## src/assert_macros.svh

```systemverilog
// Assertion macros shared by the RTL of this project.
// No dependencies; ASSERT_OFF removes every check.
`ifndef ASSERT_MACROS_SVH
`define ASSERT_MACROS_SVH
`ifndef ASSERT_OFF
`define ASSERT_CLK(label, clk, rst, prop, msg) \
  label: assert property (@(posedge clk) disable iff (rst) prop) else $error(msg);
`define ASSERT_NEVER(label, clk, rst, expr, msg) \
  label: assert property (@(posedge clk) disable iff (rst) !(expr)) else $error(msg);
`else
`define ASSERT_CLK(label, clk, rst, prop, msg)
`define ASSERT_NEVER(label, clk, rst, expr, msg)
`endif
`endif

```

## src/dmwp_pkg.sv

```systemverilog
// Package for the depth back-projection core: widths, register indexes,
// reset values and the output saturation function. No dependencies.
package dmwp_pkg;

  localparam int DEF_MAX_DIM = 4096;

  localparam int DEPTH_W    = 16;
  localparam int WORLD_W    = 24;
  localparam int DIM_W      = 13;
  localparam int CENTER_W   = 16;
  localparam int INV_W      = 32;
  localparam int CFG_IDX_W  = 3;
  localparam int CFG_DATA_W = 32;

  localparam logic [CFG_IDX_W-1:0] REG_FRAME_WIDTH  = 3'd0;
  localparam logic [CFG_IDX_W-1:0] REG_FRAME_HEIGHT = 3'd1;
  localparam logic [CFG_IDX_W-1:0] REG_CENTER_X     = 3'd2;
  localparam logic [CFG_IDX_W-1:0] REG_CENTER_Y     = 3'd3;
  localparam logic [CFG_IDX_W-1:0] REG_INV_FOCAL_X  = 3'd4;
  localparam logic [CFG_IDX_W-1:0] REG_INV_FOCAL_Y  = 3'd5;

  localparam logic [DIM_W-1:0]    RST_FRAME_WIDTH  = 13'd640;
  localparam logic [DIM_W-1:0]    RST_FRAME_HEIGHT = 13'd480;
  localparam logic [CENTER_W-1:0] RST_CENTER_X     = 16'd5120;
  localparam logic [CENTER_W-1:0] RST_CENTER_Y     = 16'd3840;
  localparam logic [INV_W-1:0]    RST_INV_FOCAL    = 32'd8180917;

  typedef logic signed [WORLD_W-1:0] world_t;

  // Clamp a magnitude to the 24-bit signed range and apply the sign.
  function automatic world_t saturate(input logic [63:0] q, input logic neg);
    logic [63:0] lim;
    logic [WORLD_W-1:0] m;
    begin
      lim = neg ? 64'h80_0000 : 64'h7F_FFFF;
      m   = (q > lim) ? lim[WORLD_W-1:0] : q[WORLD_W-1:0];
      saturate = neg ? world_t'(-m) : world_t'(m);
    end
  endfunction

endpackage

```

## src/depth_map_to_world_points_core.sv

```systemverilog
// Depth back-projection core: turns raster-order depth samples into world X/Y.
// Depends on dmwp_pkg and assert_macros.svh.
//
// Input channel: in_valid/in_ready with one depth sample per item, raster
// order. Output channel: out_valid/out_ready with depth_out, world_x, world_y
// and frame_end (high on the last pixel of the frame).
// Configuration: cfg_write/cfg_index/cfg_data, taken on any edge with
// cfg_write high; write only while the core is idle.
// One 32x32 multiplier is shared under a small sequencer: per axis one
// step for offset*depth and one for the product with the reciprocal focal
// length (a second partial product when MAX_DIM pushes that product past
// 32 bits). The core takes no new item until the result of the last one
// has moved into the output register. The output register holds a result
// while the receiver stalls; the core takes the next item meanwhile and
// waits only when a second result is ready to leave. Reset restores the
// register defaults and clears the column and row counters and the output
// valid flag; in_ready stays low while rst is high.
module depth_map_to_world_points_core #(
  parameter int MAX_DIM = dmwp_pkg::DEF_MAX_DIM
) (
  input  logic                                  clk,
  input  logic                                  rst,
  input  logic                                  cfg_write,
  input  logic [dmwp_pkg::CFG_IDX_W-1:0]        cfg_index,
  input  logic [dmwp_pkg::CFG_DATA_W-1:0]       cfg_data,
  input  logic                                  in_valid,
  output logic                                  in_ready,
  input  logic signed [dmwp_pkg::DEPTH_W-1:0]   depth,
  output logic                                  out_valid,
  input  logic                                  out_ready,
  output logic signed [dmwp_pkg::DEPTH_W-1:0]   depth_out,
  output logic signed [dmwp_pkg::WORLD_W-1:0]   world_x,
  output logic signed [dmwp_pkg::WORLD_W-1:0]   world_y,
  output logic                                  frame_end
);
  import dmwp_pkg::*;

  localparam int CW       = (MAX_DIM > 1) ? $clog2(MAX_DIM) : 1;
  localparam int CMPW     = (CW + 1 > DIM_W) ? CW + 1 : DIM_W;
  localparam int SCW      = CW + 5;
  localparam int DLW      = ((SCW > CENTER_W) ? SCW : CENTER_W) + 1;
  localparam int DW       = DLW - 1;
  localparam int PW       = DW + DEPTH_W;
  localparam bit TWO_PASS = (PW > 32);

  localparam logic [2:0] ST_IDLE = 3'd0;
  localparam logic [2:0] ST_MAG  = 3'd1;
  localparam logic [2:0] ST_LO   = 3'd2;
  localparam logic [2:0] ST_HI   = 3'd3;
  localparam logic [2:0] ST_OUT  = 3'd4;

  logic [DIM_W-1:0]    frame_width, frame_height;
  logic [CENTER_W-1:0] center_x, center_y;
  logic [INV_W-1:0]    inv_focal_x, inv_focal_y;

  logic [CW-1:0] column, row, pos_x, pos_y;
  logic [2:0]    state;
  logic          axis;
  logic          neg;
  logic          end_flag;
  logic signed [DEPTH_W-1:0] depth_r;
  logic [DEPTH_W-1:0] mag_z;
  logic [PW-1:0]      prod;
  logic [31:0]        acc;
  world_t             res_x, res_y;

  logic [CMPW-1:0] w_eff, h_eff, col_inc, row_inc;
  logic            last_col, last_row;
  logic [CW-1:0]   pos_sel;
  logic [CENTER_W-1:0] ctr_sel;
  logic [SCW-1:0]  pos_scaled;
  logic [DLW-1:0]  delta;
  logic [DW-1:0]   mag_d;
  logic [DEPTH_W:0] depth_neg;
  logic [63:0]     prod_ext;
  logic [31:0]     mul_a, mul_b;
  logic [63:0]     mul_p;
  logic [63:0]     q;
  world_t          res_new;

  // Frame geometry and counter wrap
  always_comb begin
    w_eff = (frame_width == '0) ? CMPW'(1) :
            ((CMPW'(frame_width) > CMPW'(MAX_DIM)) ? CMPW'(MAX_DIM) : CMPW'(frame_width));
    h_eff = (frame_height == '0) ? CMPW'(1) :
            ((CMPW'(frame_height) > CMPW'(MAX_DIM)) ? CMPW'(MAX_DIM) : CMPW'(frame_height));
    col_inc  = CMPW'(column) + CMPW'(1);
    row_inc  = CMPW'(row) + CMPW'(1);
    last_col = (col_inc >= w_eff);
    last_row = (row_inc >= h_eff);
    depth_neg = -{depth[DEPTH_W-1], depth};
  end

  // Offset of the pixel from the principal point, in sixteenths
  always_comb begin
    pos_sel    = axis ? pos_y : pos_x;
    ctr_sel    = axis ? center_y : center_x;
    pos_scaled = {(CW + 1)'(pos_sel) + (CW + 1)'(1), 4'b0000};
    delta      = DLW'(pos_scaled) - DLW'(ctr_sel);
    mag_d      = delta[DLW-1] ? DW'(-delta) : delta[DW-1:0];
    prod_ext   = 64'(prod);
  end

  // Shared multiplier
  always_comb begin
    mul_a = 32'(mag_d);
    mul_b = 32'(mag_z);
    case (state)
      ST_MAG: begin
        mul_a = 32'(mag_d);
        mul_b = 32'(mag_z);
      end
      ST_LO: begin
        mul_a = prod_ext[31:0];
        mul_b = axis ? inv_focal_y : inv_focal_x;
      end
      ST_HI: begin
        mul_a = prod_ext[63:32];
        mul_b = axis ? inv_focal_y : inv_focal_x;
      end
      default: begin
        mul_a = 32'(mag_d);
        mul_b = 32'(mag_z);
      end
    endcase
    mul_p = mul_a * mul_b;
    if (state == ST_HI) begin
      q = (mul_p + 64'(acc)) >> 4;
    end else begin
      q = mul_p >> 36;
    end
    res_new = saturate(q, neg);
  end

  assign in_ready = !rst && (state == ST_IDLE);

  always_ff @(posedge clk) begin
    if (rst) begin
      frame_width  <= RST_FRAME_WIDTH;
      frame_height <= RST_FRAME_HEIGHT;
      center_x     <= RST_CENTER_X;
      center_y     <= RST_CENTER_Y;
      inv_focal_x  <= RST_INV_FOCAL;
      inv_focal_y  <= RST_INV_FOCAL;
    end else if (cfg_write) begin
      case (cfg_index)
        REG_FRAME_WIDTH:  frame_width  <= cfg_data[DIM_W-1:0];
        REG_FRAME_HEIGHT: frame_height <= cfg_data[DIM_W-1:0];
        REG_CENTER_X:     center_x     <= cfg_data[CENTER_W-1:0];
        REG_CENTER_Y:     center_y     <= cfg_data[CENTER_W-1:0];
        REG_INV_FOCAL_X:  inv_focal_x  <= cfg_data[INV_W-1:0];
        REG_INV_FOCAL_Y:  inv_focal_y  <= cfg_data[INV_W-1:0];
        default: ;
      endcase
    end
  end

  always_ff @(posedge clk) begin
    if (rst) begin
      state     <= ST_IDLE;
      axis      <= 1'b0;
      column    <= '0;
      row       <= '0;
      out_valid <= 1'b0;
    end else begin
      // the output step reloads out_valid itself
      if (out_valid && out_ready && (state != ST_OUT)) begin
        out_valid <= 1'b0;
      end
      case (state)
        ST_IDLE: begin
          if (in_valid) begin
            depth_r  <= depth;
            mag_z    <= depth[DEPTH_W-1] ? depth_neg[DEPTH_W-1:0] : depth;
            pos_x    <= column;
            pos_y    <= row;
            end_flag <= last_col && last_row;
            axis     <= 1'b0;
            if (last_col) begin
              column <= '0;
              row    <= last_row ? '0 : row_inc[CW-1:0];
            end else begin
              column <= col_inc[CW-1:0];
            end
            state <= ST_MAG;
          end
        end
        ST_MAG: begin
          prod  <= mul_p[PW-1:0];
          neg   <= delta[DLW-1] ^ depth_r[DEPTH_W-1] ^ axis;
          state <= ST_LO;
        end
        ST_LO: begin
          if (TWO_PASS) begin
            acc   <= mul_p[63:32];
            state <= ST_HI;
          end else begin
            if (axis) res_y <= res_new;
            else      res_x <= res_new;
            axis  <= 1'b1;
            state <= axis ? ST_OUT : ST_MAG;
          end
        end
        ST_HI: begin
          if (axis) res_y <= res_new;
          else      res_x <= res_new;
          axis  <= 1'b1;
          state <= axis ? ST_OUT : ST_MAG;
        end
        ST_OUT: begin
          if (!out_valid || out_ready) begin
            depth_out <= depth_r;
            world_x   <= res_x;
            world_y   <= res_y;
            frame_end <= end_flag;
            out_valid <= 1'b1;
            state     <= ST_IDLE;
          end
        end
        default: state <= ST_IDLE;
      endcase
    end
  end

  `include "assert_macros.svh"

  `ASSERT_CLK(a_busy_after_accept, clk, rst, (in_valid && in_ready) |=> !in_ready, "core took an item while busy")
  `ASSERT_CLK(a_load_from_out, clk, rst, $rose(out_valid) |-> $past(state == ST_OUT), "result raised outside the output step")
  `ASSERT_NEVER(a_column_range, clk, rst, CMPW'(column) >= CMPW'(MAX_DIM), "column counter out of range")

endmodule
```

## config.mk

```make
export PLATFORM = sky130hd
export DESIGN_NAME = depth_map_to_world_points_core
export DESIGN_NICKNAME = d
export VERILOG_FILES = /design/src/dmwp_pkg.sv /design/src/depth_map_to_world_points_core.sv
export VERILOG_INCLUDE_DIRS = /design/src /design/src/src
export SDC_FILE = /design/constraint.sdc
export NUM_CORES = 2
export LEC_CHECK = 0
export ABC_CLOCK_PERIOD_IN_PS = 32700
export BUFFER_PORTS_ARGS = -buffer_cell sky130_fd_sc_hd__buf_2
export CAP_MARGIN = 20
export CORE_UTILIZATION = 60
export CTS_CLUSTER_SIZE = 16
export DETAILED_ROUTE_END_ITERATION = 6
export HOLD_SLACK_MARGIN = 0.15
export PLACE_DENSITY_LB_ADDON = 0.25
export SLEW_MARGIN = 20
export SYNTH_ARGS = -nofsm -noshare
export SYNTH_HDL_FRONTEND = slang
export SYNTH_SLANG_ARGS = --single-unit
```

## constraint.sdc

```tcl
create_clock -name clk -period 32.7 [get_ports clk]
set_clock_uncertainty 0.05 [all_clocks]
set_input_delay 1.635 -clock clk [delete_from_list [all_inputs] [get_ports clk]]
set_output_delay 1.635 -clock clk [all_outputs]
set_load 0.03 [all_outputs]
```

# Word-level counts from Yosys, hierarchy flattened
# Cells that the tools add are included.
[totals] regBits=387 inputBits=56 output_inout_bits=67
[classes] n_addsub=8 mul=1 n_lt_le_gt_ge=5 eq_ne=12 n_mux=26 bitwise=4 reduce_logical=29
[ops] operator="24-bit two-way mux" n=3
[ops] operator="64-bit by 32-bit adder with 64-bit output" n=1
[ops] operator="64-bit by 24-bit greater-than comparator with 1-bit output" n=1
[ops] operator="32-bit by 32-bit multiplier with 64-bit output" n=1
[ops] operator="32-bit two-way mux" n=2
[ops] operator="32-bit case mux with 2 select lines" n=1
[ops] operator="60-bit two-way mux" n=1
[ops] operator="13-bit two-way mux" n=4
[ops] operator="12-bit by 1-bit adder with 13-bit output (second input constant)" n=3
[ops] operator="12-bit two-way mux" n=3
[ops] operator="13-bit >= comparator" n=2
[ops] operator="13-bit greater-than comparator (second input constant)" n=2
[ops] operator="13-bit zero test" n=2
[ops] operator="24-bit negation" n=1
[ops] operator="2-bit AND reduction" n=11
[ops] operator="17-bit by 16-bit subtractor with 18-bit output" n=1
[ops] operator="17-bit two-way mux" n=1
[ops] operator="17-bit negation" n=1
[ops] operator="16-bit two-way mux" n=1
[ops] operator="16-bit negation" n=1
[ops] operator="15-bit two-way mux" n=1
[ops] operator="3-bit case mux with 5 select lines" n=1
[ops] operator="3-bit AND reduction" n=5
[ops] operator="3-bit by 2-bit equality test with 1-bit output (second input constant)" n=4
[ops] operator="other kinds (15)" n=31

# Logic depth before layout (Yosys ltp)
[logic_depth] word_depth=13 mapped_depth=80

# Worst setup path before layout
# No wires, ideal clock.
[synth_path] path_type="reg-to-reg" start="register axis" end="register res_x[22], data pin" setup_ps=170 t_arrival_ps=16804 required_time_ps=32480 path_slack_ps=15676 path_stages_with_launch=72 period_less_slack_ps=17024 path_cell_list="dfxtp_1 -> buf_4 -> clkbuf_1 -> clkbuf_1 -> clkbuf_1 -> clkbuf_1 -> buf_1 -> clkbuf_1 -> mux2i_1 -> ha_1 -> inv_1 -> o21bai_1 -> xor2_1 -> or4_1 -> or3_1 -> or3_1 -> or4_1 -> o21ai_1 -> (+36 left out) -> o21ai_0 -> o21ai_0 -> nor2_1 -> o211ai_1 -> a2111oi_0 -> nand4_1 -> o21ai_4 -> buf_6 -> nand2_1 -> o21ai_0 -> ha_1 -> nand2_1 -> or3_1 -> nor3_4 -> nand2_1 -> o31a_1 -> mux2_2 -> a22oi_1"
[synth_via] elab_chain_len=13 elab_cells_between_ends=16
[synth_rtl] item="start: declaration" line="depth_map_to_world_points_core.sv:58" rtl="logic axis;"
[synth_rtl] item="start signal: assignment" line="depth_map_to_world_points_core.sv:161" rtl="axis <= 1'b0;"
[synth_rtl] item="start signal: assignment" line="depth_map_to_world_points_core.sv:178" rtl="axis <= 1'b0;"
[synth_rtl] item="start signal: assignment" line="depth_map_to_world_points_core.sv:200" rtl="axis <= 1'b1;"
[synth_rtl] item="12-bit two-way mux" line="depth_map_to_world_points_core.sv:96" rtl="pos_sel = axis ? pos_y : pos_x;"
[synth_rtl] item="12-bit by 1-bit adder with 13-bit output" line="depth_map_to_world_points_core.sv:98" rtl="pos_scaled = {(CW + 1)'(pos_sel) + (CW + 1)'(1), 4'b0000};"
[synth_rtl] item="17-bit by 16-bit subtractor with 18-bit output" line="depth_map_to_world_points_core.sv:99" rtl="delta = DLW'(pos_scaled) - DLW'(ctr_sel);"
[synth_rtl] item="17-bit negation" line="depth_map_to_world_points_core.sv:100" rtl="mag_d = delta[DLW-1] ? DW'(-delta) : delta[DW-1:0];"
[synth_rtl] item="17-bit two-way mux" line="depth_map_to_world_points_core.sv:100"
[synth_rtl] item="32-bit case mux with 2 select lines" line="depth_map_to_world_points_core.sv:108" rtl="case (state)"
[synth_rtl] item="32-bit by 32-bit multiplier with 64-bit output *" line="depth_map_to_world_points_core.sv:126" rtl="mul_p = mul_a * mul_b;"
[synth_rtl] item="named net mul_p[21]" line="depth_map_to_world_points_core.sv:77" rtl="logic [63:0] mul_p;"
[synth_rtl] item="64-bit by 32-bit adder with 64-bit output *" line="depth_map_to_world_points_core.sv:128" rtl="q = (mul_p + 64'(acc)) >> 4;"
[synth_rtl] item="60-bit two-way mux *" line="depth_map_to_world_points_core.sv:127" rtl="if (state == ST_HI) begin"
[synth_rtl] item="64-bit by 24-bit greater-than comparator with 1-bit output" line="dmwp_pkg.sv:36" rtl="m = (q > lim) ? lim[WORLD_W-1:0] : q[WORLD_W-1:0];"
[synth_rtl] item="24-bit two-way mux *" line="dmwp_pkg.sv:36"
[synth_rtl] item="24-bit negation" line="dmwp_pkg.sv:37" rtl="saturate = neg ? world_t'(-m) : world_t'(m);"
[synth_rtl] item="24-bit two-way mux *" line="dmwp_pkg.sv:37"
[synth_rtl] item="named net res_new[22]" line="depth_map_to_world_points_core.sv:79" rtl="world_t res_new;"
[synth_rtl] item="end signal: assignment" line="depth_map_to_world_points_core.sv:199" rtl="else res_x <= res_new;"
[synth_rtl] item="end signal: assignment" line="depth_map_to_world_points_core.sv:206" rtl="else res_x <= res_new;"
[synth_rtl] item="end: declaration" line="depth_map_to_world_points_core.sv:65" rtl="world_t res_x, res_y;"
# Mark *: on every way through the listed nets, which the timed path passes. The rest lies on a longest branch.
# A chain may end at the register's enable or synchronous reset.

# Final worst setup path
[layout_path] start="register axis" end="register res_y[22], data pin"
[layout_via] elab_chain_len=13 elab_cells_between_ends=16
[layout_rtl] item="12-bit two-way mux" line="depth_map_to_world_points_core.sv:96"
[layout_rtl] item="12-bit by 1-bit adder with 13-bit output" line="depth_map_to_world_points_core.sv:98"
[layout_rtl] item="17-bit by 16-bit subtractor with 18-bit output" line="depth_map_to_world_points_core.sv:99"
[layout_rtl] item="17-bit negation" line="depth_map_to_world_points_core.sv:100"
[layout_rtl] item="17-bit two-way mux" line="depth_map_to_world_points_core.sv:100"
[layout_rtl] item="32-bit case mux with 2 select lines" line="depth_map_to_world_points_core.sv:108"
[layout_rtl] item="32-bit by 32-bit multiplier with 64-bit output *" line="depth_map_to_world_points_core.sv:126"
[layout_rtl] item="named net mul_p[20]" line="depth_map_to_world_points_core.sv:77"
[layout_rtl] item="64-bit by 32-bit adder with 64-bit output *" line="depth_map_to_world_points_core.sv:128"
[layout_rtl] item="60-bit two-way mux *" line="depth_map_to_world_points_core.sv:127"
[layout_rtl] item="64-bit by 24-bit greater-than comparator with 1-bit output" line="dmwp_pkg.sv:36"
[layout_rtl] item="24-bit two-way mux *" line="dmwp_pkg.sv:36"
[layout_rtl] item="24-bit negation" line="dmwp_pkg.sv:37"
[layout_rtl] item="24-bit two-way mux *" line="dmwp_pkg.sv:37"
[layout_rtl] item="named net res_new[22]" line="depth_map_to_world_points_core.sv:79"
[layout_rtl] item="end signal: assignment" line="depth_map_to_world_points_core.sv:198" rtl="if (axis) res_y <= res_new;"
[layout_rtl] item="end signal: assignment" line="depth_map_to_world_points_core.sv:205" rtl="if (axis) res_y <= res_new;"
[layout_rtl] item="end: declaration" line="depth_map_to_world_points_core.sv:65"
# Marked as above.

==> flow_summary.yaml <==
routing:
  ant_nets: 0
  drt_iter0_drc: 4369
  firstDrtPassIters: 6
  wl_per_cell_microns: 24.0
  drc: 0
  via_per_inst: 6.06
  routed_wl_microns: 171000
  vias: 43000
clocking:
  tritoncts: "yes"
  postCtsHoldBufs: 0
  htreeDepth: 2
  clkTransAtPathRegs_ns: 0.07
  cts_resized: 0
  cts_buffer_depth: 3
  cts_buffers: 42
  post_cts_buffers: 0
  clock_latency_ns: 0.60
  root_buffer: "clkbuf_16"
  cts.sinks: 386
logic_synthesis:
  syn_area_sq_mm: 0.0530
  synth.avg_cell_area_sq_um: 8.94
  synth.distinct_cells: 87
  synth_nets: 7242
  async_reset_ff_share_pct: 0
  ys_seq_area_share_pct: 19.0
  yosysWarnings: 0
  synth_flop_cell: "edfxtp_1"
  synth-edff-count: 235
  ys_ff_latch: 386
  syn_inst: 5928
layout:
  design_area_sq_mm: 0.0562
  multiInputGateArea_sq_mm: 0.0383
  nets: 7227
  final_cells: 7100
  seqCellArea_sq_mm: 0.0101
  fill_cells: 7326
  utilization_pct: 64.5
  syn2layout_area_growth_pct: 6.06
  drive_above_1_share_pct: 6.53
global_route:
  grt_pass1_vias: 44300
  grt_usage_pct: 38.9
  grt_max_degree: 80
  globalRouteOverflowTotal: 0
  grt_first_pass_wirelength_microns: 262000
  antenna_found_initial: 7
floorplanning:
  fp.dieArea_sq_mm: 0.0896
  num_io_pins: 123
  fp-row-count: 108
  design.core.area_sq_mm: 0.0872
  start_util_pct: 60.8
  dieHeight_microns: 299
  fp.dieW_microns: 299
setup_path:
  worst_ep_arrival_time_ns: 19.67
  critPathKind: "flip-flop to flip-flop"
  crit_fanout: 54
  startpoint_type: "flip-flop"
  cp_top_family: "compound AO/OA/AOI/OAI gates"
  path_common_cell: "o21ai_0"
  crit_slowest_cell: "nor3b_2"
  path_buf_inv: 7
  required_ns: 33.06
  end_kind: "flip-flop"
  slowest_delay_ns: 0.86
timing:
  setup_viol: 0
  hold_violations: 0
  finalSetupTns_ns: 0
  finalCriticalPeriod_ns: 19.31
  worst_pin_slew_ns: 1.21
  rsz0062_at_grt: "no"
  max_freq_mhz: 51.8
  slew-limit-headroom_pct: 18.0
  finalCritPeriodShare_pct: 59.1
  drv_slew: 0
placement:
  dp_hpwl_microns: 136000
  dp.cells: 7023
  portBuffers: 122
  gp_congestion: 1.04
  post_dp_cell_area_sq_mm: 0.0548
run:
  drv_cap: 0
status:
  status: "finished, final reports clean"
min_path:
  min_path_type: "flip-flop to flip-flop"
[worst reg2reg max path, delay by kind of cell, from the launching register on]
family	cells	cell delay (ns)
flops	1	0.67
compound gates	31	7.23
simple gates	14	3.38
mux	2	0.62
buf+inv	7	1.47
xor+xnor	3	0.68
fa+ha+maj	12	5.00
[Yosys cell counts (14+ instances only)]
cell      number  area, sq um
a211oi_1      16          120
a21o_1        68          510
a21oi_1      296         1480
a31oi_1       23          144
and2_1        39          244
and3_1        60          375
and4_1        17          149
buf_1         27          101
buf_2         17         85.1
clkbuf_1     219          822
dfxtp_1      151         3020
edfxtp_1     235         7060
fa_1         896        17900
ha_1         362         4530
inv_1        980         3680
mux2_2        27          304
mux2i_1       57          571
nand2_1     1092         4100
nand2b_1      33          206
nand3_1       50          250
nand3b_1      51          383
nand4_1       41          257
nor2_1       523         1960
nor2b_1       21          131
nor3_1        38          190
nor4_1        14         87.6
o211ai_1      15          113
o21a_1        34          255
o21ai_0      123          616
o21ai_1       17         85.1
o21bai_1      20          150
o22ai_1       26          163
or2_2         21          131
or3_1         20          125
xnor2_1       93          815
xor2_1        63          552
[registers in the layout, indices dropped and copies added (netlist names), 24 cells and up]
name,cells
inv_focal_x,32
inv_focal_y,32
res_x,24
acc,32
prod,33
world_y,24
res_y,24
world_x,24
[logic make-up after synthesis]
logic type | Yosys count | synth area share [%]
flip-flops | 386 | 19.0
AND/OR/NAND/NOR | 2060 | 16.9
buffers and inverters | 1248 | 8.93
multiplexers | 86 | 1.70
XOR/XNOR | 157 | 2.61
AO/OA/AOI/OAI | 733 | 8.49
adder cells (fa/ha/maj) | 1258 | 42.4
[placed cells by master (no fill, tap or decap), drive strengths merged, types with 68 or more instances in the layout]
master / n
edfxtp: 235
o21ai: 142
fa: 896
dfxtp: 151
buf: 209
inv: 983
a21oi: 296
a21o: 68
nand2: 1092
ha: 362
xnor2: 94
nor2: 523
[layer usage]
metal  GRT usage [%]  vias to the layer above  part of all wire (%)
li1                -                    18700                     -
met1            50.8                    21300                    38
met2            59.5                     2474                    44
met3            10.3                      527                    12
met4            20.9                        8                   6.4
met5               0                        -                 0.030
[final timing paths]
kind | slack, ns | cells after the start | from | to
hold reg to reg | 0.37 | 0 | res_x[19]$_DFFE_PP_ | world_x[19]$_DFFE_PP_
setup reg to reg | 13.39 | 69 | axis$_SDFFE_PP0P_ | res_y[22]$_DFFE_PP_
setup / recovery | 13.39 | 69 | axis$_SDFFE_PP0P_ | res_y[22]$_DFFE_PP_
hold / removal | 0.37 | 0 | res_x[19]$_DFFE_PP_ | world_x[19]$_DFFE_PP_
[area by class of cell]
cell class                      instances  area share [%]
Timing Repair Buffer                  209            2.26
Antenna cell                            1         0.00445
Clock buffer                           49            2.06
Inverter                              980            6.54
Tap cell                             1155            2.57
Clock inverter                         26           0.461
Sequential cell                       386            17.9
Multi-Input combinational cell       4294            68.2
[per-stage QoR]
step           hold WS [ns]  setup slack, ns
2_1_floorplan         0.350            15.68
3_3_place_gp          0.350            14.00
3_5_place_dp          0.355            13.76
4_1_cts               0.365            13.69
5_1_grt               0.366            12.01
6_report              0.368            13.39
Power is not shown: default switching activity piles up to over one toggle a cycle in this logic, so the estimate is an artifact.
